[src/hw/rtl/mdf_pkg.sv]
// shared constants and types for the modular division block
// used by mdf_mulmod, modular_division_fermat and mdf_checker
package mdf_pkg;

    // default operand width and modulus after reset
    localparam int          MOD_WIDTH_DEF = 31;
    localparam longint      RESET_MODULUS = 64'd1000000007;

    // configuration port: one register, indexed by paddr bit 2
    localparam int          APB_AW        = 3;
    localparam logic        REG_MODULUS   = 1'b0;

    // status of the shared modular multiplier
    typedef struct packed {
        logic busy;
        logic done;
    } t_mm_stat;

endpackage

[src/hw/rtl/modular_division_fermat.sv]
// modular division top level: quotient = dividend * divisor^(m-2) mod m
// depends on mdf_pkg and mdf_mulmod
//
// usage
//   s channel: one beat carries dividend (low MOD_WIDTH bits of tdata) and
//   divisor (next MOD_WIDTH bits); both are reduced modulo m first.
//   m channel: one beat per input beat carrying the quotient.
//   apb port: register 0 (address 0) holds the modulus m, reset 1000000007.
//   a divisor that is zero mod m, or m below 2, gives a quotient of 0.
// timing
//   every operation runs on one bit-serial modular multiplier. an item needs
//   two reductions, up to MOD_WIDTH-1 squarings, up to MOD_WIDTH multiplies
//   and one final product. the block takes one item at a time: s tready is
//   low from acceptance until the result beat is taken.
// reset and stall
//   reset returns the sequencer to idle, drops m tvalid and reloads the
//   modulus. while m tready is low the result is held in its output register.
module modular_division_fermat import mdf_pkg::*; #(
    parameter int MOD_WIDTH = MOD_WIDTH_DEF
) (
    input  logic                                   i_clk,
    input  logic                                   i_rst_n,
    // s channel
    input  logic                                   i_s_tvalid,
    output logic                                   o_s_tready,
    // fields from bit 0: dividend, divisor
    input  logic [((2*MOD_WIDTH+7)/8)*8-1:0]       i_s_tdata,
    // m channel
    output logic                                   o_m_tvalid,
    input  logic                                   i_m_tready,
    // fields from bit 0: quotient
    output logic [((MOD_WIDTH+7)/8)*8-1:0]         o_m_tdata,
    // configuration port
    input  logic                                   i_psel,
    input  logic                                   i_penable,
    input  logic                                   i_pwrite,
    input  logic [APB_AW-1:0]                      i_paddr,
    input  logic [((MOD_WIDTH>32)?64:32)-1:0]      i_pwdata,
    output logic [((MOD_WIDTH>32)?64:32)-1:0]      o_prdata,
    output logic                                   o_pready
);

    localparam int OUT_W = ((MOD_WIDTH + 7) / 8) * 8;
    localparam int PW    = (MOD_WIDTH > 32) ? 64 : 32;

    typedef enum logic [2:0] {
        S_IDLE,
        S_RED_A,
        S_RED_B,
        S_STEP,
        S_MACC,
        S_MSQ,
        S_FIN,
        S_OUT
    } t_state;

    t_state               r_state;
    logic [MOD_WIDTH-1:0] r_mod;
    logic [MOD_WIDTH-1:0] r_braw;
    logic [MOD_WIDTH-1:0] r_a;
    logic [MOD_WIDTH-1:0] r_acc;
    logic [MOD_WIDTH-1:0] r_base;
    logic [MOD_WIDTH-1:0] r_exp;
    logic [MOD_WIDTH-1:0] r_q;
    logic                 r_go;
    logic [MOD_WIDTH-1:0] r_opx;
    logic [MOD_WIDTH-1:0] r_opy;

    t_mm_stat             s_mm;
    logic [MOD_WIDTH-1:0] w_res;
    logic                 w_in_beat;
    logic                 w_cfg_wr;

    assign w_in_beat = i_s_tvalid && o_s_tready;
    assign w_cfg_wr  = i_psel && i_penable && i_pwrite && (i_paddr[2] == REG_MODULUS);

    // shared modular multiplier
    mdf_mulmod #(
        .MOD_WIDTH (MOD_WIDTH)
    ) u_mulmod (
        .i_clk   (i_clk),
        .i_rst_n (i_rst_n),
        .i_go    (r_go),
        .i_x     (r_opx),
        .i_y     (r_opy),
        .i_mod   (r_mod),
        .o_stat  (s_mm),
        .o_res   (w_res)
    );

    // modulus register
    always_ff @(posedge i_clk) begin
        if (!i_rst_n) begin
            r_mod <= MOD_WIDTH'(RESET_MODULUS);
        end else if (w_cfg_wr) begin
            r_mod <= i_pwdata[MOD_WIDTH-1:0];
        end
    end

    assign o_prdata = (i_paddr[2] == REG_MODULUS) ? PW'(r_mod) : '0;
    assign o_pready = 1'b1;

    // sequencer: reduce both operands, square-and-multiply, final product
    always_ff @(posedge i_clk) begin
        if (!i_rst_n) begin
            r_state <= S_IDLE;
            r_go    <= 1'b0;
        end else begin
            r_go <= 1'b0;
            unique case (r_state)
                S_IDLE: begin
                    if (w_in_beat) begin
                        if (r_mod < MOD_WIDTH'(2)) begin
                            r_q     <= '0;
                            r_state <= S_OUT;
                        end else begin
                            r_braw  <= i_s_tdata[2*MOD_WIDTH-1:MOD_WIDTH];
                            r_opx   <= MOD_WIDTH'(1);
                            r_opy   <= i_s_tdata[MOD_WIDTH-1:0];
                            r_go    <= 1'b1;
                            r_state <= S_RED_A;
                        end
                    end
                end
                S_RED_A: begin
                    if (s_mm.done) begin
                        r_a     <= w_res;
                        r_opx   <= MOD_WIDTH'(1);
                        r_opy   <= r_braw;
                        r_go    <= 1'b1;
                        r_state <= S_RED_B;
                    end
                end
                S_RED_B: begin
                    if (s_mm.done) begin
                        if (w_res == '0) begin
                            r_q     <= '0;
                            r_state <= S_OUT;
                        end else begin
                            r_base  <= w_res;
                            r_acc   <= MOD_WIDTH'(1);
                            r_exp   <= r_mod - MOD_WIDTH'(2);
                            r_state <= S_STEP;
                        end
                    end
                end
                S_STEP: begin
                    r_go <= 1'b1;
                    if (r_exp == '0) begin
                        r_opx   <= r_a;
                        r_opy   <= r_acc;
                        r_state <= S_FIN;
                    end else if (r_exp[0]) begin
                        r_opx   <= r_acc;
                        r_opy   <= r_base;
                        r_state <= S_MACC;
                    end else begin
                        r_opx   <= r_base;
                        r_opy   <= r_base;
                        r_state <= S_MSQ;
                    end
                end
                S_MACC: begin
                    if (s_mm.done) begin
                        r_acc <= w_res;
                        // last exponent bit: the square would go unused
                        if (r_exp[MOD_WIDTH-1:1] == '0) begin
                            r_exp   <= '0;
                            r_state <= S_STEP;
                        end else begin
                            r_opx   <= r_base;
                            r_opy   <= r_base;
                            r_go    <= 1'b1;
                            r_state <= S_MSQ;
                        end
                    end
                end
                S_MSQ: begin
                    if (s_mm.done) begin
                        r_base  <= w_res;
                        r_exp   <= r_exp >> 1;
                        r_state <= S_STEP;
                    end
                end
                S_FIN: begin
                    if (s_mm.done) begin
                        r_q     <= w_res;
                        r_state <= S_OUT;
                    end
                end
                S_OUT: begin
                    if (i_m_tready) begin
                        r_state <= S_IDLE;
                    end
                end
                default: begin
                    r_state <= S_IDLE;
                end
            endcase
        end
    end

    assign o_s_tready = (r_state == S_IDLE) && !s_mm.busy;
    assign o_m_tvalid = (r_state == S_OUT);
    assign o_m_tdata  = OUT_W'(r_q);

endmodule

[src/hw/rtl/mdf_mulmod.sv]
// bit-serial modular multiplier: res = (x * y) mod m, one bit of y per cycle
// depends on mdf_pkg; x must be below m, y may be any value of MOD_WIDTH bits
module mdf_mulmod import mdf_pkg::*; #(
    parameter int MOD_WIDTH = MOD_WIDTH_DEF
) (
    input  logic                 i_clk,
    input  logic                 i_rst_n,
    input  logic                 i_go,
    input  logic [MOD_WIDTH-1:0] i_x,
    input  logic [MOD_WIDTH-1:0] i_y,
    input  logic [MOD_WIDTH-1:0] i_mod,
    output t_mm_stat             o_stat,
    output logic [MOD_WIDTH-1:0] o_res
);

    localparam int CW = $clog2(MOD_WIDTH);
    localparam int TW = MOD_WIDTH + 2;

    logic                 r_busy;
    logic                 r_done;
    logic [MOD_WIDTH-1:0] r_r;
    logic [MOD_WIDTH-1:0] r_x;
    logic [MOD_WIDTH-1:0] r_y;
    logic [CW-1:0]        r_cnt;
    logic [MOD_WIDTH-1:0] n_r;

    logic [TW-1:0] w_t;
    logic [TW-1:0] w_m1;
    logic [TW-1:0] w_m2;

    // one horner step: t = 2r + bit*x, below 3m, then subtract 0, m or 2m
    always_comb begin
        w_m1 = TW'(i_mod);
        w_m2 = TW'({i_mod, 1'b0});
        w_t  = TW'({r_r, 1'b0}) + (r_y[MOD_WIDTH-1] ? TW'(r_x) : TW'(0));
        if (w_t >= w_m2) begin
            n_r = MOD_WIDTH'(w_t - w_m2);
        end else if (w_t >= w_m1) begin
            n_r = MOD_WIDTH'(w_t - w_m1);
        end else begin
            n_r = MOD_WIDTH'(w_t);
        end
    end

    // operand load and bit sequencing, msb of y first
    always_ff @(posedge i_clk) begin
        if (!i_rst_n) begin
            r_busy <= 1'b0;
            r_done <= 1'b0;
        end else begin
            r_done <= 1'b0;
            if (i_go) begin
                r_busy <= 1'b1;
                r_r    <= '0;
                r_x    <= i_x;
                r_y    <= i_y;
                r_cnt  <= CW'(MOD_WIDTH - 1);
            end else if (r_busy) begin
                r_r   <= n_r;
                r_y   <= {r_y[MOD_WIDTH-2:0], 1'b0};
                r_cnt <= r_cnt - CW'(1);
                if (r_cnt == '0) begin
                    r_busy <= 1'b0;
                    r_done <= 1'b1;
                end
            end
        end
    end

    assign o_stat.busy = r_busy;
    assign o_stat.done = r_done;
    assign o_res       = r_r;

endmodule

[config.mk]
export PLATFORM = sky130hd
export DESIGN_NAME = modular_division_fermat
export DESIGN_NICKNAME = d
export VERILOG_FILES = /design/src/hw/rtl/mdf_pkg.sv /design/src/hw/rtl/modular_division_fermat.sv /design/src/hw/rtl/mdf_mulmod.sv
export SDC_FILE = /design/constraint.sdc
export NUM_CORES = 1
export LEC_CHECK = 0
export BUFFER_PORTS_ARGS = -buffer_cell sky130_fd_sc_hd__buf_2
export CORE_ASPECT_RATIO = 1.5
export CORE_MARGIN = 5
export CORE_UTILIZATION = 47
export CTS_BUF_LIST = sky130_fd_sc_hd__clkbuf_16
export DETAILED_ROUTE_END_ITERATION = 10
export MAX_ROUTING_LAYER = met4
export PLACE_DENSITY = 0.65
export SYNTH_ARGS = -nofsm -noshare
export SYNTH_HDL_FRONTEND = slang
export SYNTH_SLANG_ARGS = --single-unit
[constraint.sdc]
create_clock -name i_clk -period 5.9 [get_ports i_clk]
set_input_delay 0.885 -clock i_clk [delete_from_list [all_inputs] [get_ports i_clk]]
set_output_delay 0.885 -clock i_clk [all_outputs]
set_load 0.01 [all_outputs]
==> run_results.csv <==
group,metric,value,unit
placement,place_congestion,0.9304,
clock_tree,root_buffer,"clkbuf_16",
logic_synthesis,synthTopCellsByCount,"edfxtp_1, a21oi_1, nand2_1, nor2_1, o21ai_0",
timing,setup_viol,0,
clock_tree,cts_sinks,383,
routing,vias,16440,
timing,max-slew-margin-rel,36.22,%
power_and_ir_drop,power,0.01611,W
logic_synthesis,ys.flop_type,"edfxtp_1",
global_routing,grt_pass1_wl,89.11,mm
routing,met3_length,3.063,mm
routing,top_layer,"met4",
logic_synthesis,ys.warnings.count,0,
placement,portBuffers,164,
routing,wl_met2,29.50,mm
global_routing,track_usage,22.96,%
logic_synthesis,synth_edf_count,346,
finish,final_layout_size_suffix_gt1_share,17.75,%
timing,worstMarginPinSlew,951.5,ps
clock_tree,cts.clk_slew.worst_paths,60,ps
logic_synthesis,synth.cell_area,0.02168,mm^2
global_routing,grt_max_degree,72,
clock_tree,cts-buffers-inserted,39,
setup_path,crit_buf_inv,2,
timing,clock_skew,18.86,ps
timing,fin_crit,5687,ps
floorplan,die_area,0.05060,mm^2
clock_tree,hold_buffers,0,
floorplan,fp.dieH,273.0,um
clock_tree,cts_tree,"built",
placement,hpwl,42.17,mm
floorplan,core_area,0.04576,mm^2
timing,period_share,96.39,%
timing,rsz0062_at_grt,"yes",
setup_path,start_kind,"flop",
logic_synthesis,synth.most_common_cell,"edfxtp_1",
setup_path,crit_path_max_fanout,11,
logic_synthesis,yosys.cell_types.count,95,
setup_path,cpMostUsedCell,"ha_1",
finish,nNetsFinal,2410,
power_and_ir_drop,power_density,648.7,mW/mm^2
routing,route.detailed.drc,0,
floorplan,die_w,185.3,um
placement,placed_area,0.02336,mm^2
clock_tree,cts_max_level,2,
setup_path,path_delay_family,"compound AO/OA/AOI/OAI gates",
logic_synthesis,yosysSeqAreaShare,51.35,%
setup_path,critPathMaxStageDelay,460,ps
logic_synthesis,synth_area_leaders,"edfxtp_1, ha_1, a21oi_1",
finish,design_area,0.02484,mm^2
setup_path,crit_chain,"and2_1 > ha_1 > fa_1 > a21oi_2 > o21ai_2 > a31o_1 > a21oi_4 > nand2b_1 > a21oi_1 > xnor2_1 > ha_1 > and4_1 > and3_1 > nand3_1 > a211oi_1 > a211oi_2 > o21ai_1 > a41o_1 > a31oi_4 > buf_12 > buf_4 > a21boi_1 > a221oi_1",
routing,viasPerCell,5.821,
timing,hold_violations,0,
routing,first_iter_violations,1035,
setup_path,crit_slowest_cell,"edfxtp_1",
timing,timing.fmax,0.1758,GHz
finish,utilization,54.28,%
routing,first_pass_iters,8,
timing,maxSlewViolCount,0,
logic_synthesis,synth_top_area_share,47.93,%
setup_path,crit_type,"reg2reg",
clock_tree,cts_buffer_depth,3,
setup_path,worstPathRequired,6240,ps
setup_path,cp.arrival,6020,ps
logic_synthesis,avgSynthCellArea,10.70,um^2
logic_synthesis,yosysTopAreaCell,"edfxtp_1",
global_routing,grt_overflow,0,
hold_path,hp-class,"reg2reg",
power_and_ir_drop,peakVddDrop,0.2816,mV
routing,drt-met1-wl,22.76,mm
logic_synthesis,ys_ff_latch,383,
routing,wirelength,58.08,mm
routing,wl_per_cell,20.56,um
floorplan,initial_core_util,47.36,%
flow_run,cap_violations,0,
global_routing,grt_pass1_vias,16390,
finish,diodes,0,
clock_tree,clkLatencyLatePin,550,ps
power_and_ir_drop,power_leakage,9.315,nW
finish,syn_to_final_growth,14.61,%
setup_path,worst_setup_path_end_kind,"flop",
timing,setup-tns-final,0,ps
logic_synthesis,syn_inst,2025,
floorplan,io-pin-count,173,
logic_synthesis,async_reset_ff_share,0,%
run_status,outcome,"finished clean",
global_routing,antenna_found_initial,0,
routing,ant_nets,0,
floorplan,rows,96,
sequential cells by signal, indices dropped and copies added (netlist names):
| signal | flops |
|---|---|
| r_a | 31 |
| r_acc | 31 |
| r_base | 31 |
| r_braw | 31 |
| r_exp | 31 |
| r_go | 1 |
| r_mod | 31 |
| r_opx | 31 |
| r_opy | 31 |
| r_q | 31 |
| r_state | 3 |
| u_mulmod.o_res | 31 |
| u_mulmod.r_busy | 1 |
| u_mulmod.r_cnt | 5 |
| u_mulmod.r_done | 1 |
| u_mulmod.r_x | 31 |
| u_mulmod.r_y | 31 |
logic make-up (layout without fill, tap and decap cells):
kind of cell / after synthesis / after routing / share of synthesized area, %
other cells: 2 / 3 / 0.03465
simple gates: 615 / 615 / 14.32
flops: 383 / 383 / 51.35
fa+ha+maj: 97 / 97 / 5.703
buf+inv: 158 / 368 / 3.123
compound gates: 563 / 564 / 16.29
xor+xnor: 97 / 97 / 3.919
mux: 110 / 110 / 5.264
path summary, 6_finish.rpt:
check | from | endpoint | slack [ps] | cells after the start
max | u_mulmod.r_y[30]$_DFFE_PP_ | u_mulmod.o_res[29]$_SDFFCE_PP0P_ | 210 | 23
min | r_opx[5]$_DFFE_PP_ | u_mulmod.r_x[5]$_DFFE_PP_ | 420 | 0
max reg2reg | u_mulmod.r_y[30]$_DFFE_PP_ | u_mulmod.o_res[29]$_SDFFCE_PP0P_ | 210 | 23
min reg2reg | r_opx[5]$_DFFE_PP_ | u_mulmod.r_x[5]$_DFFE_PP_ | 420 | 0
cell usage in the layout (no fill, tap or decap), drive strengths merged, types with 8 or more instances in the layout:
cell type and instances:
nand4 20, o21bai 8, clkinv 12, a21o 37
xor2 21, inv 69, o211ai 25, ha 94
a21oi 175, o21ai 143, xnor2 76, or2 8
nor4 24, o22ai 33, or3 15, a211oi 30
nor3 26, mux2 32, a31oi 22, dfxtp 37
a21boi 27, mux2i 78, clkbuf 40, nand2b 22
nor2b 12, buf 238, nand2 172, nand3 40
nor2 148, edfxtp 346, and2 98, o21a 13
area by class of cell:
type                    instances  area, um^2
clock inverters                31       322.8
clock buffers                  40        1001
fillers                      3992       20920
inverters                      59       221.5
flip-flops and latches        383       11130
repair buffers                238        1426
multi-input cells            1486       10000
well taps                     588       735.7
what timing repair did:
action,4_1_cts,5_1_grt
endpoints found under the setup margin,16,31
hold endpoints to repair,0,0
setup buffers,0,6
cloned,1,0
gates resized for setup,0,15
pin swaps,0,4
stage by stage:
step / hold slack [ps] / setup WS, ps / cells
floorplan: 400.3 / 852.9 / 2026
global placement: 407.5 / 131.0 / 2747
detailed placement: 404.5 / -74.92 / 2747
CTS: 418.0 / 72.97 / 2819
global route: 416.7 / -7.739 / 2825
finish: 415.6 / 212.9 / 2825
routing by layer:
layer  vias to the layer above  global-route usage, %
met4                         0                  9.741
met3                       160                  2.410
met5                         -                      -
li1                       7902                      -
met1                      7851                  26.91
met2                       531                  39.93
power breakdown:
group | total, W | switching, W | leakage [nW] | internal (W)
registers | 0.00426 | 0.000366 | 3.49 | 0.00390
clock network | 0.00255 | 0.00105 | 0.668 | 0.00150
logic | 0.00930 | 0.00543 | 5.15 | 0.00387
Power figures use the tool's default switching activity.
